**config.mk**
```make
export PLATFORM = sky130hd
export DESIGN_NAME = float_base90_text_codec
export DESIGN_NICKNAME = d
export VERILOG_FILES = /design/src/design/fbtc_pkg.sv /design/src/design/float_base90_text_codec.sv /design/src/design/fbtc_enc.sv /design/src/design/fbtc_dec.sv
export SDC_FILE = /design/constraint.sdc
export NUM_CORES = 2
export LEC_CHECK = 0
export ABC_AREA = 0
export BUFFER_PORTS_ARGS = -buffer_cell sky130_fd_sc_hd__buf_2
export CORE_ASPECT_RATIO = 0.7
export CORE_MARGIN = 2
export CORE_UTILIZATION = 65
export DETAILED_ROUTE_END_ITERATION = 16
export GPL_ROUTABILITY_DRIVEN = 0
export GPL_TIMING_DRIVEN = 0
export PLACE_DENSITY = 0.83
export SETUP_SLACK_MARGIN = 0.1
export SYNTH_ARGS = -nofsm -noshare
export SYNTH_HDL_FRONTEND = slang
export SYNTH_HIERARCHICAL = 1
export SYNTH_SLANG_ARGS = --single-unit
```
**constraint.sdc**
```tcl
create_clock -name clk -period 9 [get_ports clk]
set_input_delay 0.45 -clock clk [delete_from_list [all_inputs] [get_ports clk]]
set_output_delay 0.45 -clock clk [all_outputs]
set_load 0.01 [all_outputs]
```
**src/design/fbtc_pkg.sv**
```systemverilog
// Shared types, constants and character mapping for the base-90 float text codec.
`default_nettype none
package fbtc_pkg;

	localparam int NSTG = 7;

	localparam logic OP_ENCODE = 1'b0;
	localparam logic OP_DECODE = 1'b1;

	localparam logic [30:0] BIG_MAG   = 31'h6E013F39;
	localparam logic [30:0] SMALL_MAG = 31'h10FD87B6;

	localparam logic [6:0] ZERO_DIGIT  = 7'd80;
	localparam logic [6:0] SIGN_OFFSET = 7'd40;
	localparam logic [6:0] HIGH_STRIDE = 7'd12;
	localparam logic [6:0] RADIX       = 7'd90;
	localparam logic [7:0] CHAR_BASE   = 8'd33;

	localparam logic [19:0] RADIX3 = 20'd729000;
	localparam logic [12:0] RADIX2 = 13'd8100;

	localparam logic [23:0] RECIP3 = 24'd12065971;
	localparam logic [20:0] RECIP2 = 21'd1060485;
	localparam logic [12:0] RECIP1 = 13'd5825;

	typedef struct packed {
		logic        opcode;
		logic [31:0] float_in;
		logic [39:0] code_in;
	} cmd_t;

	typedef struct packed {
		logic [39:0] code_out;
		logic [31:0] float_out;
		logic        was_clamped;
		logic        code_invalid;
	} rsp_t;

	typedef struct packed {
		logic       ok;
		logic [6:0] digit;
	} digit_t;

	function automatic logic [7:0] digit_to_char(input logic [6:0] d);
		logic [7:0] c;
		c = {1'b0, d} + CHAR_BASE;
		if (c > 8'd94) begin
			c = c + 8'd1;
		end
		if (c > 8'd123) begin
			c = c + 8'd1;
		end
		return c;
	endfunction

	function automatic digit_t char_to_digit(input logic [7:0] c);
		logic [7:0] d;
		digit_t     r;
		d = c;
		if (d >= 8'd124) begin
			d = d - 8'd1;
		end
		if (d >= 8'd95) begin
			d = d - 8'd1;
		end
		r.ok    = (d >= CHAR_BASE) && (d <= 8'd122);
		r.digit = 7'(d - CHAR_BASE);
		return r;
	endfunction

endpackage
`default_nettype wire

```
**src/design/float_base90_text_codec.sv**
```systemverilog
// Top level of the base-90 float text codec: handshake control and result select.
//
// Usage:
//   cmd channel (cmd_valid / cmd_stall / cmd) carries one beat per conversion:
//   opcode selects encode of float_in or decode of code_in.
//   rsp channel (rsp_valid / rsp_stall / rsp) returns one beat per command, in order.
//   Encode fills code_out and was_clamped; decode fills float_out and code_invalid;
//   the unused fields of a beat are zero.
// Timing:
//   A command passes to its response beat through the seven register stages of the
//   datapath (the encode digit split by reciprocal multiply and correction takes six
//   of them). One beat per cycle is sustained while rsp_stall holds no waiting response.
// Reset:
//   arst_n clears all stage valid bits; the pipeline comes up empty with no response.
// Backpressure:
//   While rsp_stall holds a waiting response, empty stages behind it still fill;
//   cmd_stall rises only once every stage holds a beat. Nothing is dropped or repeated.
`default_nettype none
module float_base90_text_codec
	import fbtc_pkg::*;
(
	input  wire logic clk,
	input  wire logic arst_n,
	input  wire logic cmd_valid,
	output logic      cmd_stall,
	input  wire cmd_t cmd,
	output logic      rsp_valid,
	input  wire logic rsp_stall,
	output rsp_t      rsp
);

	logic [NSTG-1:0] vld_q;
	logic [NSTG-1:0] op_q;
	logic [NSTG-1:0] adv;
	logic [39:0]     enc_code;
	logic            enc_clamped;
	logic [31:0]     dec_value;
	logic            dec_invalid;

	always_comb begin
		adv[NSTG-1] = !vld_q[NSTG-1] || !rsp_stall;
		for (int i = NSTG - 2; i >= 0; i--) begin
			adv[i] = !vld_q[i] || adv[i+1];
		end
	end

	always_ff @(posedge clk or negedge arst_n) begin
		if (!arst_n) begin
			vld_q <= '0;
		end else begin
			if (adv[0]) begin
				vld_q[0] <= cmd_valid;
			end
			for (int i = 1; i < NSTG; i++) begin
				if (adv[i]) begin
					vld_q[i] <= vld_q[i-1];
				end
			end
		end
	end

	always_ff @(posedge clk) begin
		if (adv[0]) begin
			op_q[0] <= cmd.opcode;
		end
		for (int i = 1; i < NSTG; i++) begin
			if (adv[i]) begin
				op_q[i] <= op_q[i-1];
			end
		end
	end

	fbtc_enc u_enc (
		.clk      (clk),
		.adv      (adv),
		.float_in (cmd.float_in),
		.code     (enc_code),
		.clamped  (enc_clamped)
	);

	fbtc_dec u_dec (
		.clk     (clk),
		.adv     (adv),
		.code_in (cmd.code_in),
		.value   (dec_value),
		.invalid (dec_invalid)
	);

	assign cmd_stall = !adv[0];
	assign rsp_valid = vld_q[NSTG-1];

	always_comb begin
		rsp = '0;
		if (op_q[NSTG-1] == OP_DECODE) begin
			rsp.float_out    = dec_value;
			rsp.code_invalid = dec_invalid;
		end else begin
			rsp.code_out    = enc_code;
			rsp.was_clamped = enc_clamped;
		end
	end

endmodule
`default_nettype wire

```
**src/design/fbtc_enc.sv**
```systemverilog
// Encode datapath: float bit pattern to five base-90 characters over seven stages.
`default_nettype none
module fbtc_enc
	import fbtc_pkg::*;
(
	input  wire logic            clk,
	input  wire logic [NSTG-1:0] adv,
	input  wire logic [31:0]     float_in,
	output logic [39:0]          code,
	output logic                 clamped
);

	typedef struct packed {
		logic       sign;
		logic       zero;
		logic       clamp;
		logic [1:0] hi;
		logic [6:0] d3;
	} enc_side_t;

	enc_side_t side_s1, side_s2, side_s3, side_s4, side_s5, side_s6, side_s7;
	logic [22:0] mant_s1, mant_s2;
	logic [3:0]  q4_s2, d4_s3, d4_s4, d4_s5, d4_s6, d4_s7;
	logic [19:0] r1_s3, r1_s4;
	logic [6:0]  q2_s4, d2_s5, d2_s6, d2_s7;
	logic [12:0] r2_s5, r2_s6;
	logic [6:0]  q1_s6, d1_s7, d0_s7;

	enc_side_t   side_c;
	logic [30:0] mag_c;
	logic [7:0]  lx_c;
	logic [46:0] p4_c;
	logic [23:0] r3_c;
	logic [40:0] p2_c;
	logic [19:0] r2w_c;
	logic [25:0] p1_c;
	logic [12:0] r1w_c;
	logic [6:0]  d4f_c;

	always_comb begin
		side_c.sign  = float_in[31];
		mag_c        = float_in[30:0];
		side_c.zero  = (mag_c == 31'd0);
		side_c.clamp = 1'b0;
		if (!side_c.zero && (mag_c > BIG_MAG)) begin
			mag_c        = BIG_MAG;
			side_c.clamp = 1'b1;
		end else if (!side_c.zero && (mag_c < SMALL_MAG)) begin
			mag_c        = SMALL_MAG;
			side_c.clamp = 1'b1;
		end
		lx_c = mag_c[30:23] + 8'd2;
		if (lx_c >= 8'd180) begin
			side_c.hi = 2'd2;
			side_c.d3 = 7'(lx_c - 8'd180);
		end else if (lx_c >= 8'd90) begin
			side_c.hi = 2'd1;
			side_c.d3 = 7'(lx_c - 8'd90);
		end else begin
			side_c.hi = 2'd0;
			side_c.d3 = 7'(lx_c);
		end
	end

	always_ff @(posedge clk) begin
		if (adv[0]) begin
			side_s1 <= side_c;
			mant_s1 <= mag_c[22:0];
		end
	end

	assign p4_c = {24'd0, mant_s1} * {23'd0, RECIP3};

	always_ff @(posedge clk) begin
		if (adv[1]) begin
			side_s2 <= side_s1;
			mant_s2 <= mant_s1;
			q4_s2   <= p4_c[46:43];
		end
	end

	assign r3_c = {1'b0, mant_s2} - ({20'd0, q4_s2} * {4'd0, RADIX3});

	always_ff @(posedge clk) begin
		if (adv[2]) begin
			side_s3 <= side_s2;
			if (r3_c >= {4'd0, RADIX3}) begin
				d4_s3 <= q4_s2 + 4'd1;
				r1_s3 <= 20'(r3_c - {4'd0, RADIX3});
			end else begin
				d4_s3 <= q4_s2;
				r1_s3 <= 20'(r3_c);
			end
		end
	end

	assign p2_c = {21'd0, r1_s3} * {20'd0, RECIP2};

	always_ff @(posedge clk) begin
		if (adv[3]) begin
			side_s4 <= side_s3;
			d4_s4   <= d4_s3;
			r1_s4   <= r1_s3;
			q2_s4   <= p2_c[39:33];
		end
	end

	assign r2w_c = r1_s4 - ({13'd0, q2_s4} * {7'd0, RADIX2});

	always_ff @(posedge clk) begin
		if (adv[4]) begin
			side_s5 <= side_s4;
			d4_s5   <= d4_s4;
			if (r2w_c >= {7'd0, RADIX2}) begin
				d2_s5 <= q2_s4 + 7'd1;
				r2_s5 <= 13'(r2w_c - {7'd0, RADIX2});
			end else begin
				d2_s5 <= q2_s4;
				r2_s5 <= 13'(r2w_c);
			end
		end
	end

	assign p1_c = {13'd0, r2_s5} * {13'd0, RECIP1};

	always_ff @(posedge clk) begin
		if (adv[5]) begin
			side_s6 <= side_s5;
			d4_s6   <= d4_s5;
			d2_s6   <= d2_s5;
			r2_s6   <= r2_s5;
			q1_s6   <= p1_c[25:19];
		end
	end

	assign r1w_c = r2_s6 - ({6'd0, q1_s6} * {6'd0, RADIX});

	always_ff @(posedge clk) begin
		if (adv[6]) begin
			side_s7 <= side_s6;
			d4_s7   <= d4_s6;
			d2_s7   <= d2_s6;
			if (r1w_c >= {6'd0, RADIX}) begin
				d1_s7 <= q1_s6 + 7'd1;
				d0_s7 <= 7'(r1w_c - {6'd0, RADIX});
			end else begin
				d1_s7 <= q1_s6;
				d0_s7 <= 7'(r1w_c);
			end
		end
	end

	always_comb begin
		d4f_c = {3'd0, d4_s7} + ({5'd0, side_s7.hi} * HIGH_STRIDE)
			+ (side_s7.sign ? SIGN_OFFSET : 7'd0);
		if (side_s7.zero) begin
			code = {digit_to_char(ZERO_DIGIT), digit_to_char(7'd0), digit_to_char(7'd0),
				digit_to_char(7'd0), digit_to_char(7'd0)};
		end else begin
			code = {digit_to_char(d4f_c), digit_to_char(side_s7.d3), digit_to_char(d2_s7),
				digit_to_char(d1_s7), digit_to_char(d0_s7)};
		end
		clamped = side_s7.clamp;
	end

endmodule
`default_nettype wire

```
**src/design/fbtc_dec.sv**
```systemverilog
// Decode datapath: five base-90 characters to a float bit pattern over seven stages.
`default_nettype none
module fbtc_dec
	import fbtc_pkg::*;
(
	input  wire logic            clk,
	input  wire logic [NSTG-1:0] adv,
	input  wire logic [39:0]     code_in,
	output logic [31:0]          value,
	output logic                 invalid
);

	typedef struct packed {
		logic zero;
		logic bad;
		logic sign;
	} dec_side_t;

	dec_side_t side_s1, side_s2, side_s3, side_s4, side_s5, side_s6, side_s7;
	logic [2:0]        hi_s1;
	logic [3:0]        tr_s1;
	logic [6:0]        d3_s1, d2_s1, d1_s1, d0_s1;
	logic [23:0]       mhi_s2;
	logic [12:0]       mlo_s2;
	logic signed [9:0] e_s2, e_s3;
	logic [23:0]       mant_s3;
	logic [31:0]       val_s4, val_s5, val_s6, val_s7;

	digit_t      dg0_c, dg1_c, dg2_c, dg3_c, dg4_c;
	dec_side_t   side_c;
	logic [6:0]  t_c;
	logic [2:0]  hi_c;
	logic [3:0]  tr_c;
	logic [23:0] sig_c;
	logic [23:0] q_c;
	logic [2:0]  rem_c;
	logic [2:0]  half_c;
	logic [9:0]  shw_c;
	logic [31:0] val_c;
	dec_side_t   side4_c;

	always_comb begin
		dg0_c = char_to_digit(code_in[7:0]);
		dg1_c = char_to_digit(code_in[15:8]);
		dg2_c = char_to_digit(code_in[23:16]);
		dg3_c = char_to_digit(code_in[31:24]);
		dg4_c = char_to_digit(code_in[39:32]);
		side_c.zero = dg4_c.ok && (dg4_c.digit == ZERO_DIGIT);
		side_c.bad  = !(dg0_c.ok && dg1_c.ok && dg2_c.ok && dg3_c.ok && dg4_c.ok);
		side_c.sign = (dg4_c.digit >= SIGN_OFFSET);
		t_c = side_c.sign ? (dg4_c.digit - SIGN_OFFSET) : dg4_c.digit;
		if (t_c >= 7'd48) begin
			hi_c = 3'd4;
			tr_c = 4'(t_c - 7'd48);
		end else if (t_c >= 7'd36) begin
			hi_c = 3'd3;
			tr_c = 4'(t_c - 7'd36);
		end else if (t_c >= 7'd24) begin
			hi_c = 3'd2;
			tr_c = 4'(t_c - 7'd24);
		end else if (t_c >= HIGH_STRIDE) begin
			hi_c = 3'd1;
			tr_c = 4'(t_c - HIGH_STRIDE);
		end else begin
			hi_c = 3'd0;
			tr_c = 4'(t_c);
		end
	end

	always_ff @(posedge clk) begin
		if (adv[0]) begin
			side_s1 <= side_c;
			hi_s1   <= hi_c;
			tr_s1   <= tr_c;
			d3_s1   <= dg3_c.digit;
			d2_s1   <= dg2_c.digit;
			d1_s1   <= dg1_c.digit;
			d0_s1   <= dg0_c.digit;
		end
	end

	always_ff @(posedge clk) begin
		if (adv[1]) begin
			side_s2 <= side_s1;
			mhi_s2  <= ({20'd0, tr_s1} * {4'd0, RADIX3}) + ({17'd0, d2_s1} * {11'd0, RADIX2});
			mlo_s2  <= ({6'd0, d1_s1} * {6'd0, RADIX}) + {6'd0, d0_s1};
			e_s2    <= $signed(({7'd0, hi_s1} * {3'd0, RADIX}) + {3'd0, d3_s1}) - 10'sd2;
		end
	end

	always_ff @(posedge clk) begin
		if (adv[2]) begin
			side_s3 <= side_s2;
			e_s3    <= e_s2;
			mant_s3 <= mhi_s2 + {11'd0, mlo_s2};
		end
	end

	always_comb begin
		side4_c     = side_s3;
		side4_c.bad = side_s3.bad || mant_s3[23];
		sig_c       = {1'b1, mant_s3[22:0]};
		shw_c       = 10'(10'sd1 - e_s3);
		case (shw_c[1:0])
			2'd1: begin
				q_c    = {1'b0, sig_c[23:1]};
				rem_c  = {2'd0, sig_c[0]};
				half_c = 3'd1;
			end
			2'd2: begin
				q_c    = {2'd0, sig_c[23:2]};
				rem_c  = {1'd0, sig_c[1:0]};
				half_c = 3'd2;
			end
			default: begin
				q_c    = {3'd0, sig_c[23:3]};
				rem_c  = sig_c[2:0];
				half_c = 3'd4;
			end
		endcase
		if ((rem_c > half_c) || ((rem_c == half_c) && q_c[0])) begin
			q_c = q_c + 24'd1;
		end
		if (side_s3.zero || side4_c.bad) begin
			val_c = 32'd0;
		end else if (e_s3 >= 10'sd255) begin
			val_c = {side_s3.sign, 8'hFF, 23'd0};
		end else if (e_s3 >= 10'sd1) begin
			val_c = {side_s3.sign, e_s3[7:0], mant_s3[22:0]};
		end else begin
			val_c = {side_s3.sign, 7'd0, q_c};
		end
		side4_c.bad = side4_c.bad && !side_s3.zero;
	end

	always_ff @(posedge clk) begin
		if (adv[3]) begin
			side_s4 <= side4_c;
			val_s4  <= val_c;
		end
	end

	always_ff @(posedge clk) begin
		if (adv[4]) begin
			side_s5 <= side_s4;
			val_s5  <= val_s4;
		end
		if (adv[5]) begin
			side_s6 <= side_s5;
			val_s6  <= val_s5;
		end
		if (adv[6]) begin
			side_s7 <= side_s6;
			val_s7  <= val_s6;
		end
	end

	assign value   = val_s7;
	assign invalid = side_s7.bad;

endmodule
`default_nettype wire
```
==> impl_metrics.tcl <==
set metrics [dict create \
    final_layout_size_suffix_gt1_share_pct 7.65 \
    critical_path.most_common_cell "sky130_fd_sc_hd__fa_1" \
    io-pin-count 153 \
    synth_area_leader_cell "sky130_fd_sc_hd__edfxtp_1" \
    setup-violations-final 0 \
    synthesis.instances 5126 \
    cts-resized-gates 0 \
    delay_of_the_slowest_cell_on_the_worst_path_ps 660 \
    combinational_family_with_the_most_area_after_synthesis "adder cells" \
    synth.distinct_cells 142 \
    worst_hold_check_slack_ps 135 \
    fin_crit_sh_pct 80.8 \
    clkSinkCount 538 \
    synth-seq-area-share_pct 29.8 \
    setup.worst_path.class "reg2reg" \
    initial_core_utilization_pct 65.6 \
    dp_hpwl_um 98700 \
    drc 0 \
    final_antenna_net_count 0 \
    worstPathCellList "inv_1 -> ha_1 -> fa_1 -> fa_1 -> inv_1 -> fa_1 -> inv_1 -> fa_1 -> inv_1 -> fa_1 -> fa_1 -> ha_1 -> nand2_1 -> nor2_1 -> nand3_1 -> nor4_1 -> a221o_1 -> o21ai_0 -> o311ai_0 -> a21oi_1 -> xnor2_1" \
    synth-seq-cells 538 \
    synthTopCellsByCount "sky130_fd_sc_hd__ha_1, sky130_fd_sc_hd__inv_1, sky130_fd_sc_hd__edfxtp_1, sky130_fd_sc_hd__fa_1, sky130_fd_sc_hd__nor2_1" \
    chipWidth_um 349 \
    run_status "finished clean" \
    area.growth.synth_to_final_pct 7.69 \
    cts_root_buf "sky130_fd_sc_hd__clkbuf_16" \
    route.top_layer_used "met5" \
    crit_required_ps 9390 \
    setup_ws_ps 1720 \
    synthTopCellsByArea "sky130_fd_sc_hd__edfxtp_1, sky130_fd_sc_hd__ha_1, sky130_fd_sc_hd__fa_1, sky130_fd_sc_hd__inv_1, sky130_fd_sc_hd__xnor2_1" \
    met3_wirelength_um 10800 \
    grt_max_degree 75 \
    timing.setup.tns_ps 0 \
    cp_capture_type "register" \
    viasPerCell 6.04 \
    synthAdderAreaFrac_pct 34.3 \
    syn-num-nets 6453 \
    maxSlewHeadroom_pct 32.8 \
    clkSlewWorstSetupHoldPaths_ps 70 \
    postSynth.topFlopCell "sky130_fd_sc_hd__edfxtp_1" \
    final_nets 6667 \
    grt_first_pass_wirelength_um 201000 \
    synth_compound_area_share_pct 11.6 \
    post-cts-setup-buffer-count 0 \
    vias 39100 \
    place_ws_ps 1810 \
    placementRows 88 \
    grtUsageTotal_pct 29.3 \
    critPathBufInv 4 \
    htree_levels 2 \
    die_area_um2 85500 \
    cts_buffer_depth 3 \
    finalCriticalPeriod_ps 7280 \
    timing.critical_path.fanout_max 8 \
    clock.fmax_mhz 137 \
    final_setup_skew_ps 30.1 \
    max_cap_viol 0 \
    muxShareOfSynthArea_pct 0.625 \
    critical_path.slowest_cell "sky130_fd_sc_hd__edfxtp_1" \
    ys_async_sr_fraction_pct 1.30 \
    category_of_cells_accounting_for_the_largest_share_of_critical_path_delay "adder cells" \
    synthesis.yosys.warnings 6 \
    drt_pass1_iterations 9 \
    io_buffer_count 145 \
    wire_per_inst_um 19.2 \
    core-area_um2 82400 \
    tritoncts_clock_tree "built" \
    grt_pass1_vias 38300 \
    syn-cell-area_um2 54000 \
    drt_iter0_markers 3946 \
    final-instance-count-excl-fill 6467 \
    worst_r2r_startpoint "u_enc/mant_s1[21]" \
    synth-xor-area-share_pct 6.12 \
    critPathLaunch "u_enc/mant_s1[21]" \
    antenna_violations_before_repair 9 \
    multi_input_gate_area_in_the_final_layout_um2 34400 \
    die_h_um 245 \
    finalMaxSlewViolations 0 \
    worstHoldPathType "in2reg" \
    synth.top_cell.area_share_pct 29.5 \
    post-synth-top-count-cell "sky130_fd_sc_hd__ha_1" \
    worst-endpoint-arrival_ps 7660 \
    ff_latch_area_um2 16100 \
    timing.final.hold_violations 0 \
    startpoint_type "register" \
    tritoncts_buffer_count 53 \
    clock_latency_ps 630 \
    detail_route.wirelength.met1_um 55400 \
    simple_gate_portion_of_the_synthesized_area_pct 10.8 \
    post_synth.cell_area_avg_um2 10.5 \
    hold_path_startpoint "cmd[51]" \
    finalWirelength_um 124000 \
    synth_edf_count 531 \
    setup_repair_after_global_routing_missed_its_margin "false" \
    timing_worst_slew_pin_value_ps 1010 \
    numPlacedInstances 6361 \
    fillers 5638 \
    routed-wl-met2_um 54400 \
    cts_hold_repair.buffers 4 \
    globalRoute.totalOverflow 0 \
]
==> placed cells by master (no fill, tap or decap), drive strengths merged, types with 39 or more instances in the layout <==
| cell | count |
|---|---|
| nand2 | 213 |
| o21a | 39 |
| nor3 | 83 |
| a21oi | 223 |
| nand3 | 79 |
| a211oi | 44 |
| nand4 | 52 |
| a31oi | 46 |
| nor2 | 283 |
| fa | 385 |
| a21o | 68 |
| clkbuf | 103 |
| buf | 201 |
| inv | 840 |
| and3 | 43 |
| o21ai | 156 |
| ha | 865 |
| xnor2 | 245 |
| xor2 | 124 |
| and2 | 66 |
| edfxtp | 531 |
| nor2b | 74 |
| nand2b | 55 |
==> path summary, 6_finish.rpt <==
kind,endpoint,slack (ps),depth (start not counted)
max,u_enc/q4_s2[2],1720,21
min,u_enc/mant_s1[11],140,3
max reg2reg,u_enc/q4_s2[2],1720,21
min reg2reg,u_enc/side_s6[11],390,0
max in group asynchronous,vld_q[6],8500,2
min in group asynchronous,vld_q[0],320,2
==> stage by stage <==
stage	utilization (%)	instance area (um2)
final	70.6	58200
after global routing	70.6	58200
after CTS	70.6	58200
after detailed placement	68.4	56300
after global placement	68.1	56100
after floorplan	-	54000
==> cell type report <==
type,instances,share of cell area [%]
Buffer,87,0.746
Inverter,839,5.43
Timing Repair Buffer,159,1.65
Clock inverter,37,0.660
Antenna cell,3,0.0129
Tap cell,1080,2.32
Clock buffer,62,2.43
Multi-Input combinational cell,3662,59.1
Sequential cell,538,27.7
==> routing by layer <==
layer	GRT usage, %	vias up
li1	-	18300
met1	42.6	18900
met2	44.7	1649
met3	6.03	221
met4	7.85	12
met5	0	-
==> registers in the layout (all words and copies together), names as in the netlist, 13 cells and up <==
signal / cells
u_dec/mlo_s2: 13
u_enc/r2_s6: 13
u_enc/r1_s4: 20
u_enc/mant_s1: 23
u_enc/r2_s5: 13
u_dec/mant_s3: 24
u_dec/mhi_s2: 22
u_dec/val_s4: 32
u_enc/mant_s2: 23
u_enc/r1_s3: 20
u_dec/val_s6: 32
u_dec/val_s5: 32
u_dec/value: 32
==> worst reg2reg max path, stage by stage, from the launching register on <==
cell	delay, ps
sky130_fd_sc_hd__edfxtp_1	660
sky130_fd_sc_hd__inv_1	100
sky130_fd_sc_hd__ha_1	410
sky130_fd_sc_hd__fa_1	550
sky130_fd_sc_hd__fa_1	540
sky130_fd_sc_hd__inv_1	50
sky130_fd_sc_hd__fa_1	530
sky130_fd_sc_hd__inv_1	60
sky130_fd_sc_hd__fa_1	520
sky130_fd_sc_hd__inv_1	60
sky130_fd_sc_hd__fa_1	510
sky130_fd_sc_hd__fa_1	500
sky130_fd_sc_hd__ha_1	310
sky130_fd_sc_hd__nand2_1	60
sky130_fd_sc_hd__nor2_1	100
sky130_fd_sc_hd__nand3_1	160
sky130_fd_sc_hd__nor4_1	560
sky130_fd_sc_hd__a221o_1	320
sky130_fd_sc_hd__o21ai_0	100
sky130_fd_sc_hd__o311ai_0	580
sky130_fd_sc_hd__a21oi_1	190
sky130_fd_sc_hd__xnor2_1	150
==> logic make-up (layout without fill, tap and decap cells) <==
group / Yosys count / count (layout)
xor+xnor: 371 / 371
buf+inv: 926 / 1184
other cells: 0 / 3
compound gates: 897 / 897
flops: 538 / 538
fa+ha+maj: 1251 / 1251
mux: 32 / 32
simple gates: 1111 / 1111
Power is left out: the tool's default activity adds up to more than one toggle a clock period on the data nets, which glitch-free logic cannot reach.
